===== config.mk =====
export PLATFORM = sky130hd
export DESIGN_NAME = ps2_keyboard_controller_core_top
export DESIGN_NICKNAME = d
export VERILOG_FILES = /design/src/rtl/kbc_pkg.sv /design/src/rtl/kbc_state.sv /design/src/rtl/kbc_decode.sv /design/src/rtl/ps2_keyboard_controller_core_top.sv
export SDC_FILE = /design/constraint.sdc
export NUM_CORES = 1
export LEC_CHECK = 0
export BUFFER_PORTS_ARGS = -buffer_cell sky130_fd_sc_hd__buf_2
export CELL_PAD_IN_SITES_DETAIL_PLACEMENT = 2
export CELL_PAD_IN_SITES_GLOBAL_PLACEMENT = 2
export CORE_ASPECT_RATIO = 0.9
export CORE_MARGIN = 3
export CORE_UTILIZATION = 45
export CTS_CLUSTER_SIZE = 14
export DETAILED_ROUTE_END_ITERATION = 8
export PLACE_DENSITY_LB_ADDON = 0.1
export RECOVER_POWER = 25
export SLEW_MARGIN = 20
export SYNTH_ARGS = -nofsm -noshare
export SYNTH_HDL_FRONTEND = slang
export SYNTH_SLANG_ARGS = --single-unit

===== constraint.sdc =====
create_clock -name clock -period 3 [get_ports clock]
set_input_delay 0.6 -clock clock [delete_from_list [all_inputs] [get_ports clock]]
set_output_delay 0.6 -clock clock [all_outputs]
set_load 0.005 [all_outputs]

===== src/rtl/kbc_pkg.sv =====
// Shared types and codes of the keyboard controller core.
`default_nettype none
package kbc_pkg;

   // Request kinds
   localparam logic [1:0] REQ_HOST  = 2'd0;
   localparam logic [1:0] REQ_KBD   = 2'd1;
   localparam logic [1:0] REQ_AUX   = 2'd2;
   localparam logic [1:0] REQ_SPARE = 2'd3;

   // Device port targets
   localparam logic [1:0] TGT_NONE = 2'd0;
   localparam logic [1:0] TGT_KBD  = 2'd1;
   localparam logic [1:0] TGT_AUX  = 2'd2;

   // Pending argument codes
   localparam logic [2:0] PEND_IDLE    = 3'd0;
   localparam logic [2:0] PEND_CTRL    = 3'd1;
   localparam logic [2:0] PEND_OUTPORT = 3'd2;
   localparam logic [2:0] PEND_KBDBUF  = 3'd3;
   localparam logic [2:0] PEND_AUXBUF  = 3'd4;
   localparam logic [2:0] PEND_AUXDEV  = 3'd5;
   localparam logic [2:0] PEND_RAM     = 3'd6;

   // Controller commands
   localparam logic [7:0] CMD_AUX_DISABLE = 8'hA7;
   localparam logic [7:0] CMD_AUX_ENABLE  = 8'hA8;
   localparam logic [7:0] CMD_TEST_AUX    = 8'hA9;
   localparam logic [7:0] CMD_CTRL_CHECK  = 8'hAA;
   localparam logic [7:0] CMD_TEST_KBD    = 8'hAB;
   localparam logic [7:0] CMD_KBD_DISABLE = 8'hAD;
   localparam logic [7:0] CMD_KBD_ENABLE  = 8'hAE;
   localparam logic [7:0] CMD_READ_INPORT = 8'hC0;
   localparam logic [7:0] CMD_READ_OUTPORT = 8'hD0;
   localparam logic [7:0] CMD_WRITE_OUTPORT = 8'hD1;
   localparam logic [7:0] CMD_WRITE_KBDBUF = 8'hD2;
   localparam logic [7:0] CMD_WRITE_AUXBUF = 8'hD3;
   localparam logic [7:0] CMD_WRITE_AUXDEV = 8'hD4;
   localparam logic [7:0] CMD_SYSTEM_RESET = 8'hFE;

   // Upper three bits of RAM read and write commands
   localparam logic [2:0] PAGE_RAM_READ  = 3'b001;
   localparam logic [2:0] PAGE_RAM_WRITE = 3'b011;

   // Fixed answers
   localparam logic [7:0] ANSWER_ZERO      = 8'h00;
   localparam logic [7:0] ANSWER_SELF_TEST = 8'h55;
   localparam logic [7:0] ANSWER_OUTPORT   = 8'hCF;

   // Command byte layout
   localparam logic [7:0] CTRL_RESET = 8'h44;
   localparam int unsigned KDIS_BIT = 4;
   localparam int unsigned ADIS_BIT = 5;

   localparam logic [4:0] RAM_ADDR_CTRL = 5'd0;

   typedef struct packed {
      logic [1:0] req_type;
      logic [7:0] data_byte;
      logic       cmd_port;
   } req_item_type;

   typedef struct packed {
      logic       host_valid;
      logic [7:0] host_byte;
      logic       host_from_aux;
      logic [1:0] port_target;
      logic [7:0] port_byte;
      logic [1:0] inhibit_update;
      logic       kbd_inhibit;
      logic       aux_inhibit;
      logic       reset_request;
   } rsp_item_type;

   typedef struct packed {
      logic [7:0] ctrl_byte;
      logic [2:0] pending_arg;
      logic [4:0] ram_index;
   } state_view_type;

   typedef struct packed {
      logic [7:0] ctrl_byte;
      logic [2:0] pending_arg;
      logic [4:0] ram_index;
      logic       ram_we;
      logic [4:0] ram_addr;
      logic [7:0] ram_wdata;
   } state_update_type;

endpackage
`default_nettype wire


===== src/rtl/kbc_state.sv =====
// Controller state: command byte, pending argument, RAM address and internal RAM.
`default_nettype none
module kbc_state
   import kbc_pkg::*;
(
   input  wire logic             clock,
   input  wire logic             reset,
   input  wire logic             commit,
   input  wire state_update_type upd,
   input  wire logic [4:0]       rd_addr,
   output state_view_type        view,
   output logic [7:0]            rd_data
);

   logic [7:0] ctrl_ff, ctrl_in;
   logic [2:0] pend_ff, pend_in;
   logic [4:0] index_ff, index_in;
   logic [7:0] ram_ff [1:31];

   always_comb begin
      ctrl_in  = commit ? upd.ctrl_byte : ctrl_ff;
      pend_in  = commit ? upd.pending_arg : pend_ff;
      index_in = commit ? upd.ram_index : index_ff;
   end

   always_ff @(posedge clock) begin
      if (reset) begin
         ctrl_ff  <= CTRL_RESET;
         pend_ff  <= PEND_IDLE;
         index_ff <= 5'd0;
      end else begin
         ctrl_ff  <= ctrl_in;
         pend_ff  <= pend_in;
         index_ff <= index_in;
      end
   end

   always_ff @(posedge clock) begin
      if (reset) begin
         for (int i = 1; i <= 31; i++) begin
            ram_ff[i] <= 8'h00;
         end
      end else if (commit && upd.ram_we && upd.ram_addr != RAM_ADDR_CTRL) begin
         ram_ff[upd.ram_addr] <= upd.ram_wdata;
      end
   end

   // Address zero aliases the command byte
   always_comb begin
      if (rd_addr == RAM_ADDR_CTRL) begin
         rd_data = ctrl_ff;
      end else begin
         rd_data = ram_ff[rd_addr];
      end
   end

   assign view.ctrl_byte   = ctrl_ff;
   assign view.pending_arg = pend_ff;
   assign view.ram_index   = index_ff;

endmodule
`default_nettype wire


===== src/rtl/kbc_decode.sv =====
// Per-item decode: result fields and next controller state.
`default_nettype none
module kbc_decode
   import kbc_pkg::*;
(
   input  wire req_item_type   item,
   input  wire state_view_type st,
   input  wire logic [7:0]     rd_data,
   output logic [4:0]          rd_addr,
   output rsp_item_type        rsp,
   output state_update_type    upd
);

   logic [7:0] d;

   assign d       = item.data_byte;
   assign rd_addr = d[4:0];

   always_comb begin
      rsp             = '0;
      upd.ctrl_byte   = st.ctrl_byte;
      upd.pending_arg = st.pending_arg;
      upd.ram_index   = st.ram_index;
      upd.ram_we      = 1'b0;
      upd.ram_addr    = st.ram_index;
      upd.ram_wdata   = d;

      case (item.req_type)
         REQ_HOST: begin
            if (st.pending_arg != PEND_IDLE) begin
               // Any host write completes the pending command
               upd.pending_arg = PEND_IDLE;
               case (st.pending_arg)
                  PEND_CTRL: begin
                     upd.ctrl_byte      = d;
                     rsp.inhibit_update = 2'b11;
                     rsp.kbd_inhibit    = d[KDIS_BIT];
                     rsp.aux_inhibit    = d[ADIS_BIT];
                  end
                  PEND_OUTPORT: begin
                  end
                  PEND_KBDBUF: begin
                     rsp.host_valid = 1'b1;
                     rsp.host_byte  = d;
                  end
                  PEND_AUXBUF: begin
                     rsp.host_valid    = 1'b1;
                     rsp.host_byte     = d;
                     rsp.host_from_aux = 1'b1;
                  end
                  PEND_AUXDEV: begin
                     rsp.port_target = TGT_AUX;
                     rsp.port_byte   = d;
                  end
                  PEND_RAM: begin
                     if (st.ram_index == RAM_ADDR_CTRL) begin
                        upd.ctrl_byte = d;
                     end else begin
                        upd.ram_we = 1'b1;
                     end
                  end
                  default: begin
                     rsp.port_target = TGT_KBD;
                     rsp.port_byte   = d;
                  end
               endcase
            end else if (item.cmd_port) begin
               case (d)
                  CMD_AUX_DISABLE: begin
                     upd.ctrl_byte[ADIS_BIT] = 1'b1;
                     rsp.inhibit_update[1]   = 1'b1;
                     rsp.aux_inhibit         = 1'b1;
                  end
                  CMD_AUX_ENABLE: begin
                     upd.ctrl_byte[ADIS_BIT] = 1'b0;
                     rsp.inhibit_update[1]   = 1'b1;
                  end
                  CMD_KBD_DISABLE: begin
                     upd.ctrl_byte[KDIS_BIT] = 1'b1;
                     rsp.inhibit_update[0]   = 1'b1;
                     rsp.kbd_inhibit         = 1'b1;
                  end
                  CMD_KBD_ENABLE: begin
                     upd.ctrl_byte[KDIS_BIT] = 1'b0;
                     rsp.inhibit_update[0]   = 1'b1;
                  end
                  CMD_TEST_AUX, CMD_TEST_KBD, CMD_READ_INPORT: begin
                     rsp.host_valid = 1'b1;
                     rsp.host_byte  = ANSWER_ZERO;
                  end
                  CMD_CTRL_CHECK: begin
                     rsp.host_valid = 1'b1;
                     rsp.host_byte  = ANSWER_SELF_TEST;
                  end
                  CMD_READ_OUTPORT: begin
                     rsp.host_valid = 1'b1;
                     rsp.host_byte  = ANSWER_OUTPORT;
                  end
                  CMD_WRITE_OUTPORT: upd.pending_arg = PEND_OUTPORT;
                  CMD_WRITE_KBDBUF:  upd.pending_arg = PEND_KBDBUF;
                  CMD_WRITE_AUXBUF:  upd.pending_arg = PEND_AUXBUF;
                  CMD_WRITE_AUXDEV:  upd.pending_arg = PEND_AUXDEV;
                  CMD_SYSTEM_RESET:  rsp.reset_request = 1'b1;
                  default: begin
                     if (d[7:5] == PAGE_RAM_READ) begin
                        rsp.host_valid = 1'b1;
                        rsp.host_byte  = rd_data;
                     end else if (d[7:5] == PAGE_RAM_WRITE) begin
                        if (d[4:0] == RAM_ADDR_CTRL) begin
                           upd.pending_arg = PEND_CTRL;
                        end else begin
                           upd.ram_index   = d[4:0];
                           upd.pending_arg = PEND_RAM;
                        end
                     end
                  end
               endcase
            end else begin
               rsp.port_target = TGT_KBD;
               rsp.port_byte   = d;
            end
         end
         REQ_KBD: begin
            rsp.host_valid = 1'b1;
            rsp.host_byte  = d;
         end
         REQ_AUX: begin
            rsp.host_valid    = 1'b1;
            rsp.host_byte     = d;
            rsp.host_from_aux = 1'b1;
         end
         default: begin
         end
      endcase
   end

endmodule
`default_nettype wire


===== src/rtl/ps2_keyboard_controller_core_top.sv =====
// Top level of the keyboard controller core: input register, decode, result register.
// Each accepted item (host write, keyboard byte, auxiliary byte or spare request) yields
// exactly one result item: it is held in the input register, where the decode reads the
// controller state, and then moves into the result register. The result register lets
// the next item enter while a finished result waits, so the rate is one item per cycle
// as long as the result side keeps up. The controller state (command byte, pending
// argument, RAM address and 31 RAM bytes) lives in flip-flops that the synchronous reset
// sets (command byte to 0x44, the rest to zero), so the block is ready right after reset.
`default_nettype none
module ps2_keyboard_controller_core_top
   import kbc_pkg::*;
(
   input  wire logic       clock,
   input  wire logic       reset,
   input  wire logic       req_valid,
   output logic            req_ready,
   input  wire logic [1:0] req_req_type,
   input  wire logic [7:0] req_data_byte,
   input  wire logic       req_cmd_port,
   output logic            rsp_valid,
   input  wire logic       rsp_ready,
   output logic            rsp_host_valid,
   output logic [7:0]      rsp_host_byte,
   output logic            rsp_host_from_aux,
   output logic [1:0]      rsp_port_target,
   output logic [7:0]      rsp_port_byte,
   output logic [1:0]      rsp_inhibit_update,
   output logic            rsp_kbd_inhibit,
   output logic            rsp_aux_inhibit,
   output logic            rsp_reset_request
);

   req_item_type     in_ff, in_in;
   logic             in_valid_ff, in_valid_in;
   rsp_item_type     out_ff, out_in;
   logic             out_valid_ff, out_valid_in;
   state_view_type   st;
   state_update_type upd;
   logic [4:0]       rd_addr;
   logic [7:0]       rd_data;
   logic             advance;
   logic             req_xfer;

   // Move the held item into the result register when that slot frees up
   assign advance   = in_valid_ff && (!out_valid_ff || rsp_ready);
   assign req_ready = !in_valid_ff || advance;
   assign req_xfer  = req_valid && req_ready;

   always_comb begin
      in_in.req_type   = req_req_type;
      in_in.data_byte  = req_data_byte;
      in_in.cmd_port   = req_cmd_port;
      in_valid_in      = req_xfer || (in_valid_ff && !advance);
      out_valid_in     = advance || (out_valid_ff && !rsp_ready);
   end

   kbc_state u_state (
      .clock   (clock),
      .reset   (reset),
      .commit  (advance),
      .upd     (upd),
      .rd_addr (rd_addr),
      .view    (st),
      .rd_data (rd_data)
   );

   kbc_decode u_decode (
      .item    (in_ff),
      .st      (st),
      .rd_data (rd_data),
      .rd_addr (rd_addr),
      .rsp     (out_in),
      .upd     (upd)
   );

   always_ff @(posedge clock) begin
      if (reset) begin
         in_valid_ff  <= 1'b0;
         out_valid_ff <= 1'b0;
      end else begin
         in_valid_ff  <= in_valid_in;
         out_valid_ff <= out_valid_in;
      end
   end

   always_ff @(posedge clock) begin
      if (req_xfer) begin
         in_ff <= in_in;
      end
      if (advance) begin
         out_ff <= out_in;
      end
   end

   assign rsp_valid          = out_valid_ff;
   assign rsp_host_valid     = out_ff.host_valid;
   assign rsp_host_byte      = out_ff.host_byte;
   assign rsp_host_from_aux  = out_ff.host_from_aux;
   assign rsp_port_target    = out_ff.port_target;
   assign rsp_port_byte      = out_ff.port_byte;
   assign rsp_inhibit_update = out_ff.inhibit_update;
   assign rsp_kbd_inhibit    = out_ff.kbd_inhibit;
   assign rsp_aux_inhibit    = out_ff.aux_inhibit;
   assign rsp_reset_request  = out_ff.reset_request;

   // Hold the input item while the result register is blocked
   a_hold_item: assert property (@(posedge clock) disable iff (reset)
      in_valid_ff && !advance |=> in_valid_ff && $stable(in_ff))
      else $error("input item lost while stalled");

   // Stall only when both registers are full and the result is not taken
   a_ready_stall: assert property (@(posedge clock) disable iff (reset)
      !req_ready |-> in_valid_ff && out_valid_ff && !rsp_ready)
      else $error("input stalled without cause");

   // A host write with an argument pending always clears the pending state
   a_pend_clear: assert property (@(posedge clock) disable iff (reset)
      advance && in_ff.req_type == REQ_HOST && st.pending_arg != PEND_IDLE
      |=> st.pending_arg == PEND_IDLE)
      else $error("pending argument not consumed");

   // Received device bytes leave the controller state untouched
   a_rx_no_state: assert property (@(posedge clock) disable iff (reset)
      advance && (in_ff.req_type == REQ_KBD || in_ff.req_type == REQ_AUX)
      |=> $stable(st))
      else $error("received byte changed controller state");

   // Host byte and source flag stay zero while host_valid is low
   a_host_zero: assert property (@(posedge clock) disable iff (reset)
      rsp_valid && !rsp_host_valid |-> rsp_host_byte == 8'h00 && !rsp_host_from_aux)
      else $error("host byte set without host_valid");

endmodule
`default_nettype wire

Word level (Yosys, flattened, before mapping)

Memory sizes are Yosys's and may differ from the RTL's. A register that Yosys moved wholly into a read port is not among the register bits.
Index checks and enable logic that the tools add are counted.

Multiply operators: 0
Shift-type cells: 0
Bitwise gates (word level): 6
Reductions and logical operators: 40
$add $sub $neg: 0
$lt $le $gt $ge: 0
Mux-type cells: 47
Eq/ne operators: 29
Divide/modulo/power cells: 0

Operators by type and width:

| operator             | number |
|---|---|
| $eq A8 B8 Y1 const B | 14 |
| $mux W8              | 6 |
| $mux W9              | 5 |
| $pmux W9 S4          | 1 |
| $mux W5              | 5 |
| $pmux W10 S2         | 1 |
| $pmux W9 S2          | 1 |
| $reduce_and A6 Y1    | 3 |
| $mux W1              | 17 |
| $pmux W8 S2          | 1 |
| $pmux W3 S5          | 1 |
| $mux W14             | 1 |
| $reduce_or A14 Y1    | 1 |
| $logic_not A5 Y1     | 2 |
| $reduce_or A10 Y1    | 1 |
| $eq A3 B2 Y1 const B | 3 |
| $eq A3 B3 Y1 const B | 3 |
| $reduce_bool A3 Y1   | 3 |
| $reduce_or A9 Y1     | 1 |
| $reduce_and A8 Y1    | 1 |
| $reduce_or A2 Y1     | 4 |
| $reduce_or A8 Y1     | 1 |
| $eq A3 B1 Y1 const B | 2 |
| $logic_and A1 B1 Y1  | 6 |
| other kinds (19)     | 38 |

Bits in read-only memories: 0
Register bits after elaboration: 54
Logic and storage cells: 142
Bits in writable memories: 248
Memories: 1
Bits of input ports: 15
Bits in latches: 0

Memories:

| memory         | depth | bits a word | rd ports | clocked after Yosys merged registers in | write ports | line            | text |
|---|---|---|---|---|---|---|---|
| u_state.ram_ff | 31    | 8           | 1        | 1                                       | 31          | kbc_state.sv:18 | `logic [7:0] ram_ff [1:31];` |

Depth between registers and ports, before layout

Depth after elaboration: 12
Gate-level depth with buffers: 9
Depth with buffers taken out: 7

Hierarchy

From an unflattened synthesis, not the netlist that was laid out.

Cells, all modules: 1120
Area, all modules: 14993.1 sq um

By module, submodules not included:

| module                           | sequential area each (sq um) | area an instance (sq um) | cells an instance | instances |
|---|---|---|---|---|
| kbc_state                        | 7947.6                       | 12512.0                  | 869               | 1 |
| kbc_decode                       | 0.0                          | 1296.2                   | 205               | 1 |
| ps2_keyboard_controller_core_top | 1121.1                       | 1184.9                   | 46                | 1 |

Worst setup path after synthesis

OpenSTA, ideal clock, no wires.

Kind: in2reg
Start: input rsp_ready
End: memory u_state.ram_ff[12][0] (enable)
Cell stages on the path: 7
Path buffers: 1
Setup slack: 761 ps
Data required time: 2691 ps
Arrival time: 1930 ps
Path through: nand2b_1 > nand3_1 > nor2_1 > nand3_1 > clkbuf_1 > nor2_1 > or2_2

RTL lines:

| item               | line                                   | text |
|---|---|---|
| start: declaration | ps2_keyboard_controller_core_top.sv:21 | `input wire logic rsp_ready,` |
| end: declaration   | kbc_state.sv:18                        |  |

==> flow_metrics.py <==
metrics = {
    "cells_and_area": {
        "final_util_pct": 52.14,
        "final_layout_size_suffix_gt1_share_pct": 20.97,
        "fillers": 3059,
        "area_growth_pct": 13.68,
        "final_nets": 1169,
        "n_antenna_cell": 0,
    },
    "pwr": {
        "max-vdd-ir-drop_uv": 496.0,
        "pwr_density_cell_nw_per_um2": 604.7,
        "leakage_nw": 5.890,
        "totalPowerFinal_mw": 10.13,
    },
    "clock_network": {
        "cts-buffers-inserted": 36,
        "post_cts_buffers": 0,
        "clk_path_buf_depth": 3,
        "path_clk_slew_ps": 60,
        "cts.sinks": 315,
        "cts_tree": "done",
        "clock_latency_ps": 530,
        "cts_root_buf": "clkbuf_16",
        "cts_max_level": 2,
        "ctsResizeCount": 0,
        "ctsHoldBuffers": 0,
    },
    "critical_path": {
        "worstSetupStartpointType": "register",
        "worstPathArrival_ps": 2940,
        "worstSetupPathType": "reg -> reg",
        "cp_data_required_time_ps": 3240,
        "crit_family": "simple AND/OR/NAND/NOR gates",
        "path_cells": "buf_4 > nor3b_1 > nand3_1 > nor2_1 > or4_1 > nor3_1 > o21ai_0",
        "slowest_delay_ps": 600,
        "cp_max_fo": 15,
        "path_buf_inv": 1,
        "crit_path_end_kind": "register",
        "cp_slowest_cell": "or4_1",
    },
    "grt": {
        "grt_pass1_vias": 10470,
        "grt_first_pass_wirelength_um": 73240,
        "grt_usage_pct": 28.95,
        "antenna_found_initial": 2,
        "overflow": 0,
        "grt_max_degree": 51,
    },
    "synth": {
        "yosysWarningCount": 0,
        "syn_area_sq_um": 14730,
        "postSynthCellCount": 1081,
        "synth_flop_cell": "edfxtp_1",
        "synth_seq_area_share_pct": 62.65,
        "ys_types": 59,
        "synth_edf_count": 292,
        "ys_seq_elements": 315,
        "synth.avg_cell_area_sq_um": 13.63,
        "async_flop_share_pct": 0,
    },
    "floorplanning": {
        "coreArea_sq_um": 32120,
        "rows": 62,
        "die_area_sq_um": 34940,
        "die_h_um": 177.6,
        "start_util_pct": 45.87,
        "die_w_um": 196.7,
        "io-pin-count": 42,
    },
    "sta": {
        "setup_viol": 0,
        "slew-limit-headroom_pct": -17.53,
        "max_freq_mhz": 371.4,
        "period_needed_ps": 2692,
        "finalHoldViolCount": 0,
        "finalCritPeriodShare_pct": 89.75,
        "worst_slew_pin_slew_ps": 1763,
        "fin_skew_ps": 22.94,
        "timing.hold.ws_ps": 256.1,
        "rsz0062_at_grt": "no",
        "drv_slew": 58,
        "fin_ws_ps": 307.5,
        "tns_ps": 0,
    },
    "drt": {
        "vias_per_cell": 6.097,
        "drt_pass1_iterations": 5,
        "drt-initial-drc-count": 969,
        "wl_per_cell_um": 31.30,
        "vias": 9688,
        "totalWireLength_um": 49730,
        "ant_nets": 0,
        "post-route-drc-count": 0,
    },
    "placed_design": {
        "numPortBuffers": 41,
        "pre_cts_slack_ps": 350.9,
        "hpwlAfterDp_um": 33660,
        "gp_congestion": 0.8330,
    },
    "flow_run": {
        "cap_violations": 2,
    },
    "min_path": {
        "hp-class": "in -> reg",
    },
    "status": {
        "run_status": "finished with violations",
        "violations": "capacitance limit, slew limit",
    },
}
## cell type report
cell class                 instances  area [sq um]  area share, %
sequential                       315          9235          55.15
multi-input combinational        675          5122          30.59
clock buffer                      53          1057          6.313
timing repair buffer             116         752.0          4.490
tap                              416         520.5          3.108
clock inverter                     7         32.53         0.1943
inverter                           7         26.28         0.1569
## kinds of logic (layout without fill, tap and decap cells)
logic type                 after synthesis  in the layout  synth area share (%)
AOI/OAI and AO/OA                       87             87                 3.627
muxes                                   97             97                 12.41
other                                    1              8               0.02546
buffers and inverters                   98            183                 2.752
adders and majority gates                3              3                0.2548
and+or+nand+nor                        477            477                 18.10
DFF                                    315            315                 62.65
xor gates and xnor gates                 3              3                0.1784
## state kept, by name (all words and copies together), names as in the netlist, named ones only
name / count
rsp_port_byte: 8
rsp_kbd_inhibit: 1
u_state.ram_ff: 256
in_valid_ff: 1
rsp_valid: 1
rsp_host_from_aux: 1
rsp_aux_inhibit: 1
u_state.index_ff: 5
rsp_reset_request: 1
u_state.ctrl_ff: 8
in_ff: 11
rsp_host_valid: 1
rsp_port_target: 2
rsp_host_byte: 8
u_state.pend_ff: 3
rsp_inhibit_update: 2
## power by group
part / internal, mW / total [mW] / switching, mW
logic: 0.322 / 0.850 / 0.527
registers: 4.96 / 5.07 / 0.114
clock network: 2.43 / 4.20 / 1.78
## stage by stage
stage | cell area, sq um | std cells
after floorplan | 14760 | 1088
after global placement | 15720 | 1529
after detailed placement | 15720 | 1529
after CTS | 16810 | 1589
after global routing | 16750 | 1589
final | 16750 | 1589
## cells in the mapped netlist (6+ instances only)
cell type    n  area (sq um)
edfxtp_1   292          8768
and2_1     181          1132
nor3_1      86         430.4
mux4_2      68          1531
clkbuf_1    67         251.5
nor2_1      62         232.7
nand2_1     38         142.6
or2_2       34         212.7
mux2i_1     24         240.2
o21ai_0     24         120.1
dfxtp_1     23         460.4
a21oi_1     22         110.1
nand3_1     17         85.08
buf_2       15         75.07
nand3b_1    12         90.09
nor2b_1     10         62.56
o22ai_1      7         43.79
or3_1        6         37.54
## worst reg2reg max path, stage by stage, from the launching register on
cell      delay, ps
edfxtp_1        490
buf_4           300
nor3b_1         130
nand3_1         210
nor2_1          140
or4_1           600
nor3_1          380
o21ai_0         160
## worst paths after layout
path | cells past startpoint | end | from | slack [ps]
worst min register to register | 2 | rsp_valid | in_valid_ff | 530
worst min-delay path | 1 | in_ff[0] | req_cmd_port | 260
worst max register to register | 7 | rsp_host_byte[6] | in_ff[4] | 310
worst max-delay path | 7 | rsp_host_byte[6] | in_ff[4] | 310
## placed cells by master, fill, tap and decap left out, types with 5 or more instances in the layout
master and n:
a21oi_1 22, and2_0 8, and2_1 173, buf_2 20, buf_4 60, clkbuf_1 41, clkbuf_16 38, clkbuf_8 5
clkinv_1 5, conb_1 8, dfxtp_1 20, edfxtp_1 292, mux2i_1 24, mux4_2 68, nand2_1 38, nand2b_1 5
nand3_1 17, nand3b_1 12, nor2_1 62, nor2b_1 10, nor3_1 86, o21ai_0 24, o22ai_1 7, or2_2 34
or3_1 6
## per-layer routing
metal  share of wire, %  track usage [%]  up-vias
met5              0.012                0        -
met4                2.9            8.700        2
met3                6.2            5.581       80
met2                 48            47.60      325
met1                 43            39.49     5130
li1                   -                -     4151
Power figures use the tool's default switching activity.
